==> src/design/pf565_pkg.sv <==
`timescale 1ns / 1ps
`default_nettype none
package pf565_pkg;

	// source format codes
	localparam logic [1:0] FMT_RGB332 = 2'd0;
	localparam logic [1:0] FMT_RGB565 = 2'd1;
	localparam logic [1:0] FMT_RGB888 = 2'd2;

	typedef struct packed {
		logic [7:0] data_byte;
		logic       end_of_image;
	} pf565_in_t;

	typedef struct packed {
		logic [7:0] out_byte;
		logic       last_out;
	} pf565_out_t;

	// one finished pixel on its way to the byte serialiser
	typedef struct packed {
		logic [15:0] word;
		logic        last;
	} pf565_pix_t;

	// serialiser status seen by the top level
	typedef struct packed {
		logic valid;
		logic hi;
	} pf565_back_st_t;

	// bytes held before the byte that completes a pixel
	function automatic logic [1:0] pf565_need(input logic [1:0] fmt);
		logic [1:0] n;
		unique case (fmt)
			FMT_RGB332: n = 2'd0;
			FMT_RGB565: n = 2'd1;
			default:    n = 2'd2;
		endcase
		return n;
	endfunction

	// widen to rgb888 with zero low bits, then cut to r5 g6 b5
	function automatic logic [15:0] pf565_pack(input logic [1:0] fmt,
		input logic [15:0] held, input logic [7:0] data);
		logic [15:0] w;
		unique case (fmt)
			FMT_RGB332: w = {data[7:5], 2'b00, data[4:2], 3'b000, data[1:0], 3'b000};
			FMT_RGB565: w = {held[7:0], data};
			default:    w = {held[15:11], held[7:2], data[7:3]};
		endcase
		return w;
	endfunction

endpackage
`default_nettype wire

==> src/design/pixel_format_to_rgb565_stream_core.sv <==
`timescale 1ns / 1ps
`default_nettype none
// converts a byte stream of rgb332, big-endian rgb565 or rgb888 pixels into
// rgb565 display bytes, low byte first; source_format is set through cfg_we and
// cfg_wdata (code 3 acts as rgb888); the user must write it only while the
// block is idle, which the block itself does not enforce. a front stage takes
// one image byte per cycle while the queue is not full, holds the partial pixel
// and packs the finished word; a two-entry pixel queue feeds a back stage that
// sends two beats per pixel, one per cycle while pop is held. the output holds
// back rgb332 bytes; rgb565 and rgb888 bytes go at one per cycle sustained. each
// pixel is registered in the queue and then the back stage before its low byte
// is out. last_out marks the high byte of a pixel completed by a byte with
// end_of_image; an unfinished pixel at end of image is dropped and gives no beat
module pixel_format_to_rgb565_stream_core (
	input  wire logic                  clk,
	input  wire logic                  arst_n,
	input  wire logic                  cfg_we,
	input  wire logic [1:0]            cfg_wdata,
	input  wire logic                  push,
	input  wire pf565_pkg::pf565_in_t  in_data,
	output logic                       full,
	output logic                       empty,
	input  wire logic                  pop,
	output pf565_pkg::pf565_out_t      out_data
);

	// front to queue
	logic                  fifo_push;
	pf565_pkg::pf565_pix_t fifo_pix;
	logic                  fifo_full;
	// queue to back
	logic                  rd_en;
	logic                  rd_valid;
	pf565_pkg::pf565_pix_t rd_pix;
	logic [1:0]            level;
	pf565_pkg::pf565_back_st_t back_st;

	// byte gathering and colour packing
	pf565_front u_front (
		.clk       (clk),
		.arst_n    (arst_n),
		.cfg_we    (cfg_we),
		.cfg_wdata (cfg_wdata),
		.push      (push),
		.in_data   (in_data),
		.full      (full),
		.fifo_full (fifo_full),
		.fifo_push (fifo_push),
		.fifo_pix  (fifo_pix)
	);

	// short queue so each side stalls on its own
	pf565_fifo u_fifo (
		.clk       (clk),
		.arst_n    (arst_n),
		.wr_en     (fifo_push),
		.wr_pix    (fifo_pix),
		.fifo_full (fifo_full),
		.rd_en     (rd_en),
		.rd_valid  (rd_valid),
		.rd_pix    (rd_pix),
		.level     (level)
	);

	// two beats per pixel, low byte then high byte
	pf565_back u_back (
		.clk      (clk),
		.arst_n   (arst_n),
		.rd_valid (rd_valid),
		.rd_pix   (rd_pix),
		.rd_en    (rd_en),
		.empty    (empty),
		.pop      (pop),
		.out_data (out_data),
		.st       (back_st)
	);

	// queue never holds more than its two entries
	a_level_max: assert property (@(posedge clk) disable iff (!arst_n)
		level != 2'd3)
		else $error("pixel queue overfilled");

	// input side stalls only when the queue is full
	a_full_level: assert property (@(posedge clk) disable iff (!arst_n)
		full == (level == 2'd2))
		else $error("full out of step with queue level");

	// a popped low byte is followed at once by its high byte
	a_hi_follows: assert property (@(posedge clk) disable iff (!arst_n)
		(pop && !empty && !back_st.hi) |=> (!empty && back_st.hi))
		else $error("high byte missing after low byte");

	// end mark only ever on a high byte
	a_last_hi: assert property (@(posedge clk) disable iff (!arst_n)
		(!empty && out_data.last_out) |-> back_st.hi)
		else $error("last_out on a low byte");

endmodule
`default_nettype wire

==> src/design/pf565_front.sv <==
`timescale 1ns / 1ps
`default_nettype none
module pf565_front (
	input  wire logic                  clk,
	input  wire logic                  arst_n,
	input  wire logic                  cfg_we,
	input  wire logic [1:0]            cfg_wdata,
	input  wire logic                  push,
	input  wire pf565_pkg::pf565_in_t  in_data,
	output logic                       full,
	input  wire logic                  fifo_full,
	output logic                       fifo_push,
	output pf565_pkg::pf565_pix_t      fifo_pix
);

	logic [1:0]  fmt_q;
	logic [1:0]  phase_q;
	logic [15:0] held_q;
	logic [1:0]  need;
	logic        complete;
	logic        accept;

	always_comb begin
		need      = pf565_pkg::pf565_need(fmt_q);
		complete  = (phase_q >= need);
		full      = fifo_full;
		accept    = push && !fifo_full;
		fifo_push = accept && complete;
		fifo_pix.word = pf565_pkg::pf565_pack(fmt_q, held_q, in_data.data_byte);
		fifo_pix.last = in_data.end_of_image;
	end

	always_ff @(posedge clk or negedge arst_n) begin
		if (!arst_n) begin
			fmt_q   <= pf565_pkg::FMT_RGB332;
			phase_q <= 2'd0;
			held_q  <= 16'd0;
		end else begin
			if (cfg_we) begin
				fmt_q <= cfg_wdata;
			end
			if (accept) begin
				// finished pixel or end of image: start afresh
				if (complete || in_data.end_of_image) begin
					phase_q <= 2'd0;
					held_q  <= 16'd0;
				end else begin
					phase_q <= phase_q + 2'd1;
					held_q  <= {held_q[7:0], in_data.data_byte};
				end
			end
		end
	end

endmodule
`default_nettype wire

==> src/design/pf565_fifo.sv <==
`timescale 1ns / 1ps
`default_nettype none
module pf565_fifo (
	input  wire logic                  clk,
	input  wire logic                  arst_n,
	input  wire logic                  wr_en,
	input  wire pf565_pkg::pf565_pix_t wr_pix,
	output logic                       fifo_full,
	input  wire logic                  rd_en,
	output logic                       rd_valid,
	output pf565_pkg::pf565_pix_t      rd_pix,
	output logic [1:0]                 level
);

	pf565_pkg::pf565_pix_t mem_q [2];
	logic       wr_ptr_q;
	logic       rd_ptr_q;
	logic [1:0] level_q;
	logic       do_wr;
	logic       do_rd;

	always_comb begin
		fifo_full = (level_q == 2'd2);
		rd_valid  = (level_q != 2'd0);
		rd_pix    = mem_q[rd_ptr_q];
		level     = level_q;
		do_wr     = wr_en && !fifo_full;
		do_rd     = rd_en && rd_valid;
	end

	always_ff @(posedge clk) begin
		if (do_wr) begin
			mem_q[wr_ptr_q] <= wr_pix;
		end
	end

	always_ff @(posedge clk or negedge arst_n) begin
		if (!arst_n) begin
			wr_ptr_q <= 1'b0;
			rd_ptr_q <= 1'b0;
			level_q  <= 2'd0;
		end else begin
			if (do_wr) begin
				wr_ptr_q <= ~wr_ptr_q;
			end
			if (do_rd) begin
				rd_ptr_q <= ~rd_ptr_q;
			end
			case ({do_wr, do_rd})
				2'b10:   level_q <= level_q + 2'd1;
				2'b01:   level_q <= level_q - 2'd1;
				default: level_q <= level_q;
			endcase
		end
	end

endmodule
`default_nettype wire

==> src/design/pf565_back.sv <==
`timescale 1ns / 1ps
`default_nettype none
module pf565_back (
	input  wire logic                  clk,
	input  wire logic                  arst_n,
	input  wire logic                  rd_valid,
	input  wire pf565_pkg::pf565_pix_t rd_pix,
	output logic                       rd_en,
	output logic                       empty,
	input  wire logic                  pop,
	output pf565_pkg::pf565_out_t      out_data,
	output pf565_pkg::pf565_back_st_t  st
);

	pf565_pkg::pf565_pix_t pix_q;
	logic valid_q;
	logic hi_q;
	logic take;

	always_comb begin
		take     = pop && valid_q;
		// load a new pixel when idle or as the high byte leaves
		rd_en    = rd_valid && (!valid_q || (take && hi_q));
		empty    = !valid_q;
		out_data.out_byte = hi_q ? pix_q.word[15:8] : pix_q.word[7:0];
		out_data.last_out = hi_q && pix_q.last;
		st.valid = valid_q;
		st.hi    = hi_q;
	end

	always_ff @(posedge clk) begin
		if (rd_en) begin
			pix_q <= rd_pix;
		end
	end

	always_ff @(posedge clk or negedge arst_n) begin
		if (!arst_n) begin
			valid_q <= 1'b0;
			hi_q    <= 1'b0;
		end else begin
			if (rd_en) begin
				valid_q <= 1'b1;
				hi_q    <= 1'b0;
			end else if (take) begin
				if (hi_q) begin
					valid_q <= 1'b0;
					hi_q    <= 1'b0;
				end else begin
					hi_q <= 1'b1;
				end
			end
		end
	end

endmodule
`default_nettype wire

==> config.mk <==
export PLATFORM = sky130hd
export DESIGN_NAME = pixel_format_to_rgb565_stream_core
export DESIGN_NICKNAME = d
export VERILOG_FILES = /design/src/design/pf565_pkg.sv /design/src/design/pixel_format_to_rgb565_stream_core.sv /design/src/design/pf565_front.sv /design/src/design/pf565_fifo.sv /design/src/design/pf565_back.sv
export SDC_FILE = /design/constraint.sdc
export NUM_CORES = 1
export LEC_CHECK = 0
export BUFFER_PORTS_ARGS = -buffer_cell sky130_fd_sc_hd__buf_2
export CAP_MARGIN = 40
export CORE_MARGIN = 1.5
export CORE_UTILIZATION = 61
export CTS_BUF_LIST = sky130_fd_sc_hd__clkbuf_8
export DETAILED_ROUTE_END_ITERATION = 10
export PLACE_DENSITY = 0.81
export SLEW_MARGIN = 20
export SYNTH_ARGS = -nofsm -noshare
export SYNTH_HDL_FRONTEND = slang
export SYNTH_SLANG_ARGS = --single-unit
==> constraint.sdc <==
create_clock -name clk -period 9 [get_ports clk]
set_input_delay 0 -clock clk [delete_from_list [all_inputs] [get_ports clk]]
set_output_delay 0 -clock clk [all_outputs]
set_load 0.05 [all_outputs]
## Word level (Yosys, flattened, before mapping)

Memory sizes are Yosys's and may differ from the RTL's. A register that Yosys moved wholly into a read port is not among the register bits.
Cells that the tools add are included.

| cells by class | value |
|---|---|
| add/sub/neg operators | 3 |
| multipliers | 0 |
| divide/modulo/power cells | 0 |
| magnitude comparators | 1 |
| equality and inequality tests | 4 |
| shifts and indexed selects | 0 |
| multiplexer cells | 14 |
| bitwise operators | 2 |
| reduce and logical (&&, ||, !) cells | 18 |

Operators with widths:

| cell | count |
|---|---|
| 16-bit one-hot mux with 2 select lines | 1 |
| 16-bit two-way mux | 1 |
| 1-bit logical AND | 8 |
| 1-bit two-way mux | 8 |
| 8-bit two-way mux | 1 |
| 2-bit one-hot mux with 2 select lines | 2 |
| 2-bit nonzero test | 4 |
| 2-bit by 1-bit adder with 2-bit output, second input constant | 2 |
| 2-bit by 1-bit equality test with 1-bit output, second input constant | 2 |
| 2-bit equality test, second input constant | 2 |
| 2-bit >= comparator | 1 |
| 1-bit logical NOT | 2 |
| 2-bit logical NOT | 1 |
| 1-bit logical OR | 2 |
| 2-bit two-way mux | 1 |
| 1-bit NOT | 2 |
| 2-bit AND reduction | 1 |
| 2-bit by 1-bit subtractor with 2-bit output, second input constant | 1 |

| word-level totals | value |
|---|---|
| register bits after elaboration | 26 |
| bits in latches | 0 |
| RAM bits | 34 |
| bits in read-only memories | 0 |
| bits of input ports | 16 |
| output and inout port bits | 11 |
| word-level logic and storage cells | 51 |
| memories | 1 |

Memory list:

| memory | depth | width | read ports | clocked after Yosys merged registers in | wr ports | RTL line | text |
|---|---|---|---|---|---|---|---|
| u_fifo.mem_q | 2 | 17 | 1 | 1 | 1 | pf565_fifo.sv:15 | `pf565_pkg::pf565_pix_t mem_q [2];` |

## Longest topological paths before layout

Gate-level depths: netlist (run 1).

| depth | value |
|---|---|
| depth in word-level cells | 7 |
| mapped depth | 11 |

## Modules after synthesis

From an unflattened synthesis (run 1), not the netlist that was laid out.

| unflattened totals | value |
|---|---|
| cells, all modules | 229 |
| area, all modules | 3226.8 µm² |

Modules (own cells, without submodules):

| module | instances | cells an instance | area each (µm²) | sequential area each (µm²) |
|---|---|---|---|---|
| pf565_fifo | 1 | 71 | 1433.9 | 1121.1 |
| pf565_front | 1 | 120 | 1061.0 | 425.4 |
| pf565_back | 1 | 38 | 732.0 | 560.5 |

## Worst setup path before layout (run 1)

No wires, ideal clock.

| path | value |
|---|---|
| path kind | reg2reg |
| start | register u_front.fmt_q[1] |
| end | memory u_fifo.mem_q[1][0] (netlist name) (enable) |
| library setup time | 416 ps |
| arrival time | 2667 ps |
| path slack | 5917 ps |
| stages on the path, launching flop included | 8 |
| path buffers | 2 |
| period minus slack after synthesis | 3083 ps |
| cells stage by stage | dfrtp_1 > clkbuf_1 > nor2b_1 > clkbuf_1 > ha_1 > nor2b_1 > o21ba_2 > nor3b_1 |

| between the ends | value |
|---|---|
| longest elaborated chain between the ends | 7 |

Ends and longest elaborated chain:

| item | RTL line | text |
|---|---|---|
| from (decl) | pf565_front.sv:16 | `logic [1:0] fmt_q;` |
| from (signal assigned) | pf565_front.sv:35 | `fmt_q <= pf565_pkg::FMT_RGB332;` |
| from (signal assigned) | pf565_front.sv:40 | `fmt_q <= cfg_wdata;` |
| 2-bit by 1-bit equality test with 1-bit output / 2-bit logical NOT (equally long branches) | pf565_pkg.sv:35 | `unique case (fmt)` |
| 2-bit one-hot mux with 2 select lines (*) | pf565_pkg.sv:35 |  |
| 2-bit >= comparator (*) | pf565_front.sv:25 | `complete = (phase_q >= need);` |
| 1-bit logical AND (*) | pf565_front.sv:28 | `fifo_push = accept && complete;` |
| 1-bit logical AND (*) | pf565_fifo.sv:27 | `do_wr = wr_en && !fifo_full;` |
| 1-bit two-way mux (*) | pf565_fifo.sv:32 | `if (do_wr) begin` |
| 1-bit two-way mux (not written as such) (*) | pf565_fifo.sv:33 | `mem_q[wr_ptr_q] <= wr_pix;` |
| to (decl) | pf565_fifo.sv:15 |  |

Mark *: on every way between the ends. The rest lies on a longest branch, timed or not.

## Final worst setup path (run 1)

| path | value |
|---|---|
| start | register u_front.fmt_q[1] |
| end | register u_fifo.level_q[1], in the netlist u_fifo.level[1] |

| between the ends | value |
|---|---|
| longest elaborated chain between the ends | 7 |

Ends and longest elaborated chain:

| item | RTL line | text |
|---|---|---|
| 2-bit by 1-bit equality test with 1-bit output / 2-bit logical NOT (equally long branches) | pf565_pkg.sv:35 |  |
| 2-bit one-hot mux with 2 select lines (*) | pf565_pkg.sv:35 |  |
| 2-bit >= comparator (*) | pf565_front.sv:25 |  |
| 1-bit logical AND (*) | pf565_front.sv:28 |  |
| 1-bit logical AND (*) | pf565_fifo.sv:27 |  |
| 2-bit by 1-bit equality test with 1-bit output / 2-bit equality test (equally long branches) | pf565_fifo.sv:49 | `case ({do_wr, do_rd})` |
| 2-bit one-hot mux with 2 select lines / 2-bit nonzero test (equally long branches) | - |  |
| to (signal assigned) | pf565_fifo.sv:50 | `2'b10: level_q <= level_q + 2'd1;` |
| to (signal assigned) | pf565_fifo.sv:51 | `2'b01: level_q <= level_q - 2'd1;` |
| to (signal assigned) | pf565_fifo.sv:52 | `default: level_q <= level_q;` |
| to (decl) | pf565_fifo.sv:18 | `logic [1:0] level_q;` |

Marked as above.
A chain may end at the register's enable or synchronous reset.

==> flow_metrics.env, run 1 <==
export IMPL_status="completed"
export IMPL_critical_path_class="register to register"
export IMPL_antenna_found_initial=0
export IMPL_fmax_ghz=0.3858
export IMPL_seqCellArea_mm2=0.002107
export IMPL_clock_path_buffers=2
export IMPL_num_rows=26
export IMPL_grt_max_degree=29
export IMPL_p_per_area_mw_per_mm2=311.5
export IMPL_slowest_delay_ns=0.80
export IMPL_period_minus_slack_ns=2.592
export IMPL_synth_edf_count=51
export IMPL_yosysMostFrequentCell="edfxtp_1"
export IMPL_min_path_type="input port to register"
export IMPL_synthArstFlopShare_pct=31.08
export IMPL_synth_cell_area_mm2=0.003168
export IMPL_antenna_cells=0
export IMPL_ys_types=31
export IMPL_ir_drop_uv=213.9
export IMPL_slowest_stage="dfrtp_1"
export IMPL_grt_pass1_wl_um=8880
export IMPL_slew_headroom_pct=49.57
export IMPL_synth_seq_cells=74
export IMPL_setup_viol=0
export IMPL_drt_iter0_drc=133
export IMPL_first_global_vias=1776
export IMPL_arrival_ns=2.86
export IMPL_syn_avg_cell_area_um2=14.27
export IMPL_grt_overflow=0
export IMPL_dieArea_mm2=0.005635
export IMPL_final_setup_skew_ns=0.006797
export IMPL_io_buffers=26
export IMPL_multi_input_area_um2=977.2
export IMPL_dr_pass1_iters=4
export IMPL_layout_nets=284
export IMPL_total_leakage_power_nw=1.446
export IMPL_ioPinCount=27
export IMPL_tns_ns=0
export IMPL_vias=1883
export IMPL_fillers=325
export IMPL_synthTopCellsByArea="edfxtp_1, dfrtp_1, mux2_2"
export IMPL_cts_htree_levels=3
export IMPL_track_usage_pct=22.50
export IMPL_numClockSinks=74
export IMPL_cts_inserted_buffers=9
export IMPL_min_period_over_period_pct=28.80
export IMPL_cts_tree="yes"
export IMPL_core_area_mm2=0.005042
export IMPL_crit_buf_inv=0
export IMPL_slew_viol_final=0
export IMPL_initial_core_util_pct=62.83
export IMPL_wl_um=5513
export IMPL_drc=0
export IMPL_syn_num_nets=241
export IMPL_synth_flop_cell="edfxtp_1"
export IMPL_hpwl_um=3602
export IMPL_die_x_um=75.07
export IMPL_clk_insertion_delay_late_ns=0.34
export IMPL_root_buffer="clkbuf_8"
export IMPL_required_ns=9.27
export IMPL_yosys_area_top_type="edfxtp_1"
export IMPL_clkTransAtPathRegs_ns=0.07
export IMPL_synth_top_area_share_pct=48.34
export IMPL_area_growth_pct=16.59
export IMPL_maxCapViolCount=0
export IMPL_drive_gt1_share_pct=27.41
export IMPL_worst_pin_slew_ns=0.7565
export IMPL_numPlacedInstances=308
export IMPL_rsz0062_at_grt="no"
export IMPL_ys_warn_count=0
export IMPL_die_h_um=75.07
export IMPL_crit_fanout=28
export IMPL_layout_cells_non_filler=340
export IMPL_p_total_mw=1.151
export IMPL_cts_resized=0
export IMPL_cp_top_family="flip-flops"
export IMPL_routedWlPerCell_um=16.21
export IMPL_finalHoldViolCount=0
export IMPL_endpoint_kind="register"
export IMPL_ant_nets=0
export IMPL_globalplace_congestion=0.8000
export IMPL_yosysSeqAreaShare_pct=66.51
export IMPL_critPathLaunchType="register"
export IMPL_synthTopCellsByCount="edfxtp_1, mux2_2, dfrtp_1"
export IMPL_synthCells=222
export IMPL_via_per_inst=5.538
export IMPL_worstPathCellList="nor2b_1 -> ha_1 -> nor2b_1 -> o21ba_2 -> or2_1 -> ha_1 -> nor2_1 -> xor2_1"
## cell families (layout without fill, tap and decap cells)
group,after synthesis,after routing,synth area share [%]
fa+ha+maj,3,3,1.185
compound gates,40,40,9.203
simple gates,46,46,7.149
xor+xnor,5,5,1.383
flops,74,74,66.51
mux,34,34,11.77
buf+inv,20,68,2.804
## placed cells by master (no fill, tap or decap), drive strengths merged, types with 2 or more instances in the layout
master / n
a22o: 6
buf: 30
clkbuf: 9
clkinv: 2
dfrtp: 23
dlygate4sd3: 16
edfxtp: 51
ha: 3
inv: 10
mux2: 26
mux2i: 8
nand2: 15
nand2b: 2
nand3: 14
nor2: 6
nor2b: 5
o21ai: 16
o2bb2ai: 14
xnor2: 2
xor2: 3
## power by group
part | internal, mW | leakage [nW] | switching, mW | total (mW)
logic | 0.146 | 0.568 | 0.224 | 0.369
registers | 0.478 | 0.771 | 0.0677 | 0.545
clock network | 0.123 | 0.108 | 0.113 | 0.236
total | 0.747 | 1.45 | 0.404 | 1.15
## cell type report
class / instances / area share [%]
Sequential cell: 74 / 57.05
Inverter: 6 / 0.6098
Timing Repair Buffer: 46 / 8.672
Clock inverter: 7 / 1.491
Clock buffer: 9 / 3.354
Multi-Input combinational cell: 128 / 26.46
Tap cell: 70 / 2.371
## worst paths after layout
check,from,to,slack [ns],cells after the start
max,u_front.fmt_q[1],u_fifo.level[1],6.41,8
min,push,u_front.phase_q[0],0.05,3
max reg2reg,u_front.fmt_q[1],u_fifo.level[1],6.41,8
min reg2reg,u_front.held_q[15],u_front.held_q[15],0.50,1
max in group asynchronous,arst_n,u_front.held_q[4],8.48,2
min in group asynchronous,arst_n,u_front.held_q[14],0.16,2
## routing by layer
layer	vias up	part of all wire, %	global-route usage, %
met1	923	47	32.23
li1	908	-	-
met3	6	4.6	5.622
met2	46	47	33.14
met5	-	0	0
met4	0	1.5	9.697
## state kept, by name, indices dropped and copies added (netlist names)
register	cells
u_back.hi_q	1
u_back.pix_q	17
u_back.valid_q	1
u_fifo.level	2
u_fifo.mem_q	34
u_fifo.rd_ptr_q	1
u_fifo.wr_ptr_q	1
u_front.fmt_q	2
u_front.held_q	13
u_front.phase_q	2
## worst reg2reg max path: cells and delay by family, from the launching register on
family / cells / cell delay, ns
XOR/XNOR: 1 / 0.15
adder cells (fa/ha/maj): 2 / 0.65
AO/OA/AOI/OAI: 1 / 0.23
flip-flops: 1 / 0.80
AND/OR/NAND/NOR: 4 / 0.69
## per-stage QoR
| step | setup slack, ns | area [µm²] | util (%) | hold slack [ns] |
|---|---|---|---|---|
| after floorplan | 5.917 | 3168 | - | -0.2956 |
| after global placement | 6.518 | 3347 | 66.38 | 0.001791 |
| after detailed placement | 6.436 | 3354 | 66.53 | 0.01288 |
| after CTS | 6.428 | 3694 | 73.25 | 0.03926 |
| after global routing | 6.190 | 3694 | 73.25 | 0.05546 |
| final | 6.408 | 3694 | 73.25 | 0.05079 |
## what timing repair did
item                                    4_1_cts  5_1_grt
endpoints found under the setup margin        0        0
buffers inserted                              0        0
hold buffers                                 16        0
hold endpoints to repair                     36        0
No activity file was read; power rests on OpenSTA's default activity.
==> run 2: changes to the inputs <==
Settings changed: ABC_AREA set to 1, CORE_UTILIZATION 61 to 55, PLACE_DENSITY 0.81 to 0.77.
Clock period 9 ns to 2.25 ns, I/O delays scaled along.
==> flow_metrics.env, run 2 <==
export IMPL_critPathLaunchType="register"
export IMPL_ioPinCount=27
export IMPL_rsz0062_at_grt="no"
export IMPL_globalplace_congestion=0.8539
export IMPL_antenna_cells=0
export IMPL_hpwl_um=3743
export IMPL_total_leakage_power_nw=1.703
export IMPL_dr_wl_met3_um=260
export IMPL_mostFrequentLayoutCell="nand2_1"
export IMPL_grt_overflow=0
export IMPL_via_per_inst=4.984
export IMPL_cts_inserted_buffers=9
export IMPL_synth_flop_cell="edfxtp_1"
export IMPL_drc=0
export IMPL_die_h_um=78.61
export IMPL_io_buffers=26
export IMPL_largest_reg_flops=34
export IMPL_antenna_found_initial=0
export IMPL_yosysMostFrequentCell="nand2_1"
export IMPL_setup_viol=0
export IMPL_layout_nets=368
export IMPL_grt_pass1_wl_um=8907
export IMPL_slew_headroom_pct=59.28
export IMPL_num_rows=27
export IMPL_min_path_type="input port to register"
export IMPL_ys_warn_count=0
export IMPL_numClockSinks=74
export IMPL_clk_insertion_delay_late_ns=0.34
export IMPL_period_minus_slack_ns=2.056
export IMPL_vias=2123
export IMPL_fmax_ghz=0.4865
export IMPL_endpoint_kind="register"
export IMPL_cts_resized=0
export IMPL_slowest_stage="dfrtp_1"
export IMPL_synth_cell_area_mm2=0.003144
export IMPL_crit_fanout=8
export IMPL_drive_gt1_share_pct=17.51
export IMPL_seqCellArea_mm2=0.002107
export IMPL_cts_htree_levels=3
export IMPL_clkTransAtPathRegs_ns=0.08
export IMPL_highest_layer="met4"
export IMPL_cts_tree="yes"
export IMPL_syn_avg_cell_area_um2=10.48
export IMPL_yosys_area_top_type="edfxtp_1"
export IMPL_drt_iter0_drc=146
export IMPL_dr_pass1_iters=4
export IMPL_root_buffer="clkbuf_8"
export IMPL_multi_input_area_um2=875.8
export IMPL_slowest_delay_ns=0.46
export IMPL_fillers=427
export IMPL_min_period_over_period_pct=91.36
export IMPL_crit_path_frequent_cell="nand2_1"
export IMPL_wl_um=5498
export IMPL_hold_depth=4
export IMPL_slew_viol_final=0
export IMPL_r2r_cells=11
export IMPL_ys_types=30
export IMPL_area_growth_pct=18.54
export IMPL_required_ns=2.48
export IMPL_track_usage_pct=19.74
export IMPL_worst_pin_slew_ns=0.6108
export IMPL_drt_met1_wl_um=2239
export IMPL_p_per_area_mw_per_mm2=1320
export IMPL_grt_max_degree=24
export IMPL_top_regs="u_fifo.mem_q: 34 flops, u_back.pix_q: 17 flops, u_front.held_q: 13 flops"
export IMPL_worstPathCellList="inv_2 -> nand2_1 -> inv_1 -> ha_1 -> nand2_1 -> nand3_2 -> nand2_2 -> ha_1 -> a21oi_1 -> nand2_1 -> xor2_1"
export IMPL_clock_path_buffers=2
export IMPL_r2r_end="u_fifo.level[1]"
export IMPL_initial_core_util_pct=57.10
export IMPL_finalHoldViolCount=0
export IMPL_first_global_vias=1950
export IMPL_synth_top_area_share_pct=48.71
export IMPL_status="completed"
export IMPL_die_x_um=78.61
export IMPL_met2WireLength_um=2847
export IMPL_routedWlPerCell_um=12.91
export IMPL_syn_num_nets=319
export IMPL_rrSetupSlack_ns=0.19
export IMPL_core_area_mm2=0.005507
export IMPL_ant_nets=0
export IMPL_synthTopCellsByCount="nand2_1, edfxtp_1, dfrtp_1"
export IMPL_ir_drop_uv=623.0
export IMPL_timing_critical_path_from="u_front.fmt_q[1]"
export IMPL_top_register="u_fifo.mem_q"
export IMPL_maxCapViolCount=0
export IMPL_synthTopCellsByArea="edfxtp_1, dfrtp_1, nand2_1"
export IMPL_synthArstFlopShare_pct=31.08
export IMPL_p_total_mw=4.921
export IMPL_crit_end="u_fifo.level[1]"
export IMPL_synth_edf_count=51
export IMPL_arrival_ns=2.29
export IMPL_yosysSeqAreaShare_pct=67.01
export IMPL_synth_seq_cells=74
export IMPL_final_setup_skew_ns=0.01027
export IMPL_critical_path_class="register to register"
export IMPL_tns_ns=0
export IMPL_synthCells=300
export IMPL_rr_startpoint="u_front.fmt_q[1]"
export IMPL_dieArea_mm2=0.006180
export IMPL_final_cell_mix="nand2_1, edfxtp_1, buf_2"
## run 2: cell types whose count changed after synthesis, moves of 3 or more
cell | previous run | this run
o2bb2ai_1 | 14 | 0
mux2_2 | 26 | 1
inv_1 | 5 | 21
o21ai_0 | 12 | 6
mux2i_1 | 8 | 0
a22o_1 | 6 | 0
a21oi_1 | 0 | 5
nor2_1 | 6 | 3
o221ai_1 | 0 | 3
nand2_1 | 14 | 132
nor2b_1 | 5 | 0
o22ai_1 | 0 | 3
clkbuf_1 | 4 | 0
## run 2: cell families (layout without fill, tap and decap cells)
kind of cell | after synthesis | in the layout | share of synthesized area (%)
multiplexers | 1 | 1 | 0.3581
AO/OA/AOI/OAI | 23 | 23 | 4.457
XOR/XNOR | 3 | 3 | 0.8358
adder cells (fa/ha/maj) | 3 | 3 | 1.194
flip-flops | 74 | 74 | 67.01
AND/OR/NAND/NOR | 160 | 160 | 20.81
buffers and inverters | 36 | 90 | 5.332
## run 2: power breakdown
part | internal [mW] | leakage [nW] | switching, mW
Clock | 0.566 | 0.105 | 0.459
Sequential | 1.98 | 0.780 | 0.199
Combinational | 0.474 | 0.818 | 1.24
Total | 3.02 | 1.70 | 1.90
## run 2: worst min-delay path by stage
stage,from,to,slack (ns)
5_1_grt,push,u_front.phase_q[1],0.1
4_1_cts,push,u_front.phase_q[1],0.05
3_5_place_dp,arst_n,u_front.held_q[1],-0.0007
2_1_floorplan,arst_n,u_back.hi_q,-0.30
3_3_place_gp,arst_n,u_front.phase_q[0],0.0006
6_report,push,u_front.phase_q[0],0.07
## run 2: final cells by class
type,count,area share [%]
tap,72,2.417
timing repair buffer,48,9.332
clock buffer,11,4.062
inverter,26,2.753
clock inverter,5,1.410
sequential,74,56.53
multi-input combinational,190,23.50
## run 2: stage by stage
step	instance area (µm²)	std cells	util, %	worst slack [ns]	hold WS [ns]
2_1_floorplan	3151	300	-	0.02951	-0.2956
6_report	3727	426	67.69	0.1945	0.06543
4_1_cts	3727	426	67.69	0.1819	0.05278
3_3_place_gp	3363	394	61.08	0.2584	0.0005959
3_5_place_dp	3363	394	61.08	0.1980	-0.0006759
5_1_grt	3727	426	67.69	0.01676	0.09802
## run 2: layer usage
metal,vias to the layer above,global-route usage (%)
met2,56,33.53
met3,11,3.488
li1,1084,-
met4,0,12.50
met1,972,23.08
met5,-,0
## run 2: repair_timing
item / in CTS / in global routing
buffers inserted: 0 / 0
hold buffers: 16 / 0
hold endpoints to repair: 37 / 0
## run 2: worst max-delay path, delay by kind of cell (launching register included)
kind            cells  cell delay, ns
flops               1            0.46
buf+inv             2            0.24
fa+ha+maj           2            0.52
compound gates      1            0.13
xor+xnor            1            0.14
simple gates        5            0.46
==> run 3: changes to the inputs <==
Settings changed: CORE_UTILIZATION 55 to 49, PLACE_DENSITY 0.77 to 0.7, REMOVE_ABC_BUFFERS set to 1.
==> flow_metrics.env, run 3 (synthesized netlist as in run 2, its figures left out) <==
export IMPL_status="completed"
export IMPL_p_per_area_mw_per_mm2=1300
export IMPL_setup_viol=0
export IMPL_grt_max_degree=24
export IMPL_cts_tree="yes"
export IMPL_routedWlPerCell_um=12.50
export IMPL_first_global_vias=2177
export IMPL_cts_htree_levels=3
export IMPL_dr_pass1_iters=4
export IMPL_layout_nets=368
export IMPL_min_period_over_period_pct=90.48
export IMPL_track_usage_pct=17.83
export IMPL_grt_overflow=0
export IMPL_power_share_clock_pct=19.7
export IMPL_endpoint_kind="register"
export IMPL_required_ns=2.49
export IMPL_fillers=547
export IMPL_largest_reg_flops=34
export IMPL_initial_core_util_pct=50.09
export IMPL_final_core_util_pct=59.24
export IMPL_slew_headroom_pct=60.23
export IMPL_numClockSinks=74
export IMPL_maxCapViolCount=0
export IMPL_core_area_mm2=0.006277
export IMPL_ioPinCount=27
export IMPL_hpwl_um=3728
export IMPL_mostFrequentLayoutCell="nand2_1"
export IMPL_final_setup_skew_ns=0.007646
export IMPL_top_regs="u_fifo.mem_q: 34 flops, u_back.pix_q: 17 flops, u_front.held_q: 13 flops"
export IMPL_die_h_um=83.11
export IMPL_critPathLaunchType="register"
export IMPL_clock_path_buffers=2
export IMPL_whs_ns=0.06929
export IMPL_final_cell_mix="nand2_1, edfxtp_1, buf_2"
export IMPL_cts_inserted_buffers=9
export IMPL_post_cts_buffers=0
export IMPL_clk_insertion_delay_late_ns=0.34
export IMPL_numPlacedInstances=399
export IMPL_io_buffers=26
export IMPL_clkTransAtPathRegs_ns=0.07
export IMPL_antenna_found_initial=0
export IMPL_slew_viol_final=0
export IMPL_p_int_mw=2.968
export IMPL_via_per_inst=4.923
export IMPL_ir_drop_uv=742.7
export IMPL_top_register="u_fifo.mem_q"
export IMPL_layout_cells_non_filler=431
export IMPL_drc=0
export IMPL_drt_iter0_drc=141
export IMPL_wl_um=5387
export IMPL_fmax_ghz=0.4912
export IMPL_globalplace_congestion=0.8167
export IMPL_dieArea_mm2=0.006906
export IMPL_root_buffer="clkbuf_8"
export IMPL_vias=2122
export IMPL_p_seq_share_pct=45.0
export IMPL_num_rows=29
export IMPL_drive_gt1_share_pct=16.95
export IMPL_total_leakage_power_nw=1.701
export IMPL_comb_power_share_pct=35.3
export IMPL_arrival_ns=2.27
export IMPL_worst_pin_slew_ns=0.5965
export IMPL_area_growth_pct=18.27
export IMPL_p_sw_share_pct=38.63
export IMPL_crit_fanout=12
export IMPL_min_path_type="input port to register"
export IMPL_period_minus_slack_ns=2.036
export IMPL_finalHoldViolCount=0
export IMPL_rsz0062_at_grt="no"
export IMPL_critical_path_class="register to register"
export IMPL_die_x_um=83.11
export IMPL_antenna_cells=0
export IMPL_p_switching_mw=1.868
export IMPL_grt_pass1_wl_um=9632
export IMPL_ant_nets=0
run 3: changes by cell type in the layout (fill, tap and decap cells not counted), sizes merged:
| cell | delta |
|---|---|
| inv | +1 |
| clkbuf | +2 |
| clkinv | -1 |
| clkinvlp | -1 |
| bufinv | -1 |
run 3: metrics by stage:
stage | setup TNS, ns | total power [mW] | area, µm² | setup WS, ns
5_1_grt | 0 | 5.165 | 3719 | 0.05470
2_1_floorplan | -7.237 | 3.426 | 3079 | -0.4070
3_5_place_dp | 0 | 3.911 | 3367 | 0.1686
3_3_place_gp | 0 | 3.859 | 3367 | 0.2575
6_report | 0 | 4.836 | 3719 | 0.2142
4_1_cts | 0 | 4.889 | 3719 | 0.1506
run 3: what timing repair did:
| action | 4_1_cts | 5_1_grt |
|---|---|---|
| endpoints found under the hold margin | 41 | 0 |
| resized for setup | 0 | 1 |
| endpoints found under the setup margin | 0 | 1 |
| hold buffers | 16 | 0 |
run 3: critical path, stage by stage, from the launching register on:
cell	delay [ns]
dfrtp_1	0.48
inv_2	0.06
buf_4	0.18
ha_1	0.30
nand2_1	0.07
nand3_2	0.12
nand2_2	0.08
ha_1	0.30
a21oi_1	0.12
nand2_1	0.07
xor2_1	0.14
run 3: path summary, 6_finish.rpt:
check,slack [ns],depth (start not counted),startpoint,endpoint
max in group asynchronous,1.73,2,arst_n,u_front.held_q[1]
hold reg to reg,0.48,2,u_front.held_q[1],u_front.held_q[1]
hold / removal,0.07,4,push,u_front.phase_q[1]
setup reg to reg,0.21,10,u_front.fmt_q[1],u_fifo.level[1]
setup / recovery,0.21,10,u_front.fmt_q[1],u_fifo.level[1]
min in group asynchronous,0.16,2,arst_n,u_front.phase_q[0]
run 3: area by class of cell:
cell class,count,area (µm²),share of cell area (%)
sequential,74,2107,56.66
multi-input combinational,190,873.3,23.49
clock inverter,3,12.51,0.3365
timing repair buffer,48,347.8,9.354
inverter,26,102.6,2.759
clock buffer,13,178.9,4.812
tap,77,96.34,2.591
run 3: routing by layer:
| metal | up-vias | GRT usage [%] | wire, µm |
|---|---|---|---|
| met4 | 0 | 6.818 | 65 |
| met5 | - | 0 | 0 |
| li1 | 1081 | - | - |
| met2 | 39 | 31.26 | 2714 |
| met3 | 5 | 5.467 | 234 |
| met1 | 997 | 20.46 | 2373 |
run 3: power groups by stage:
stage	sequential [mW]	combinational, mW	clock, mW
2_1_floorplan	2.18	1.25	0
3_3_place_gp	2.19	1.67	0
3_5_place_dp	2.20	1.71	0
4_1_cts	2.18	1.73	0.979
5_1_grt	2.21	1.92	1.03
6_report	2.18	1.71	0.951
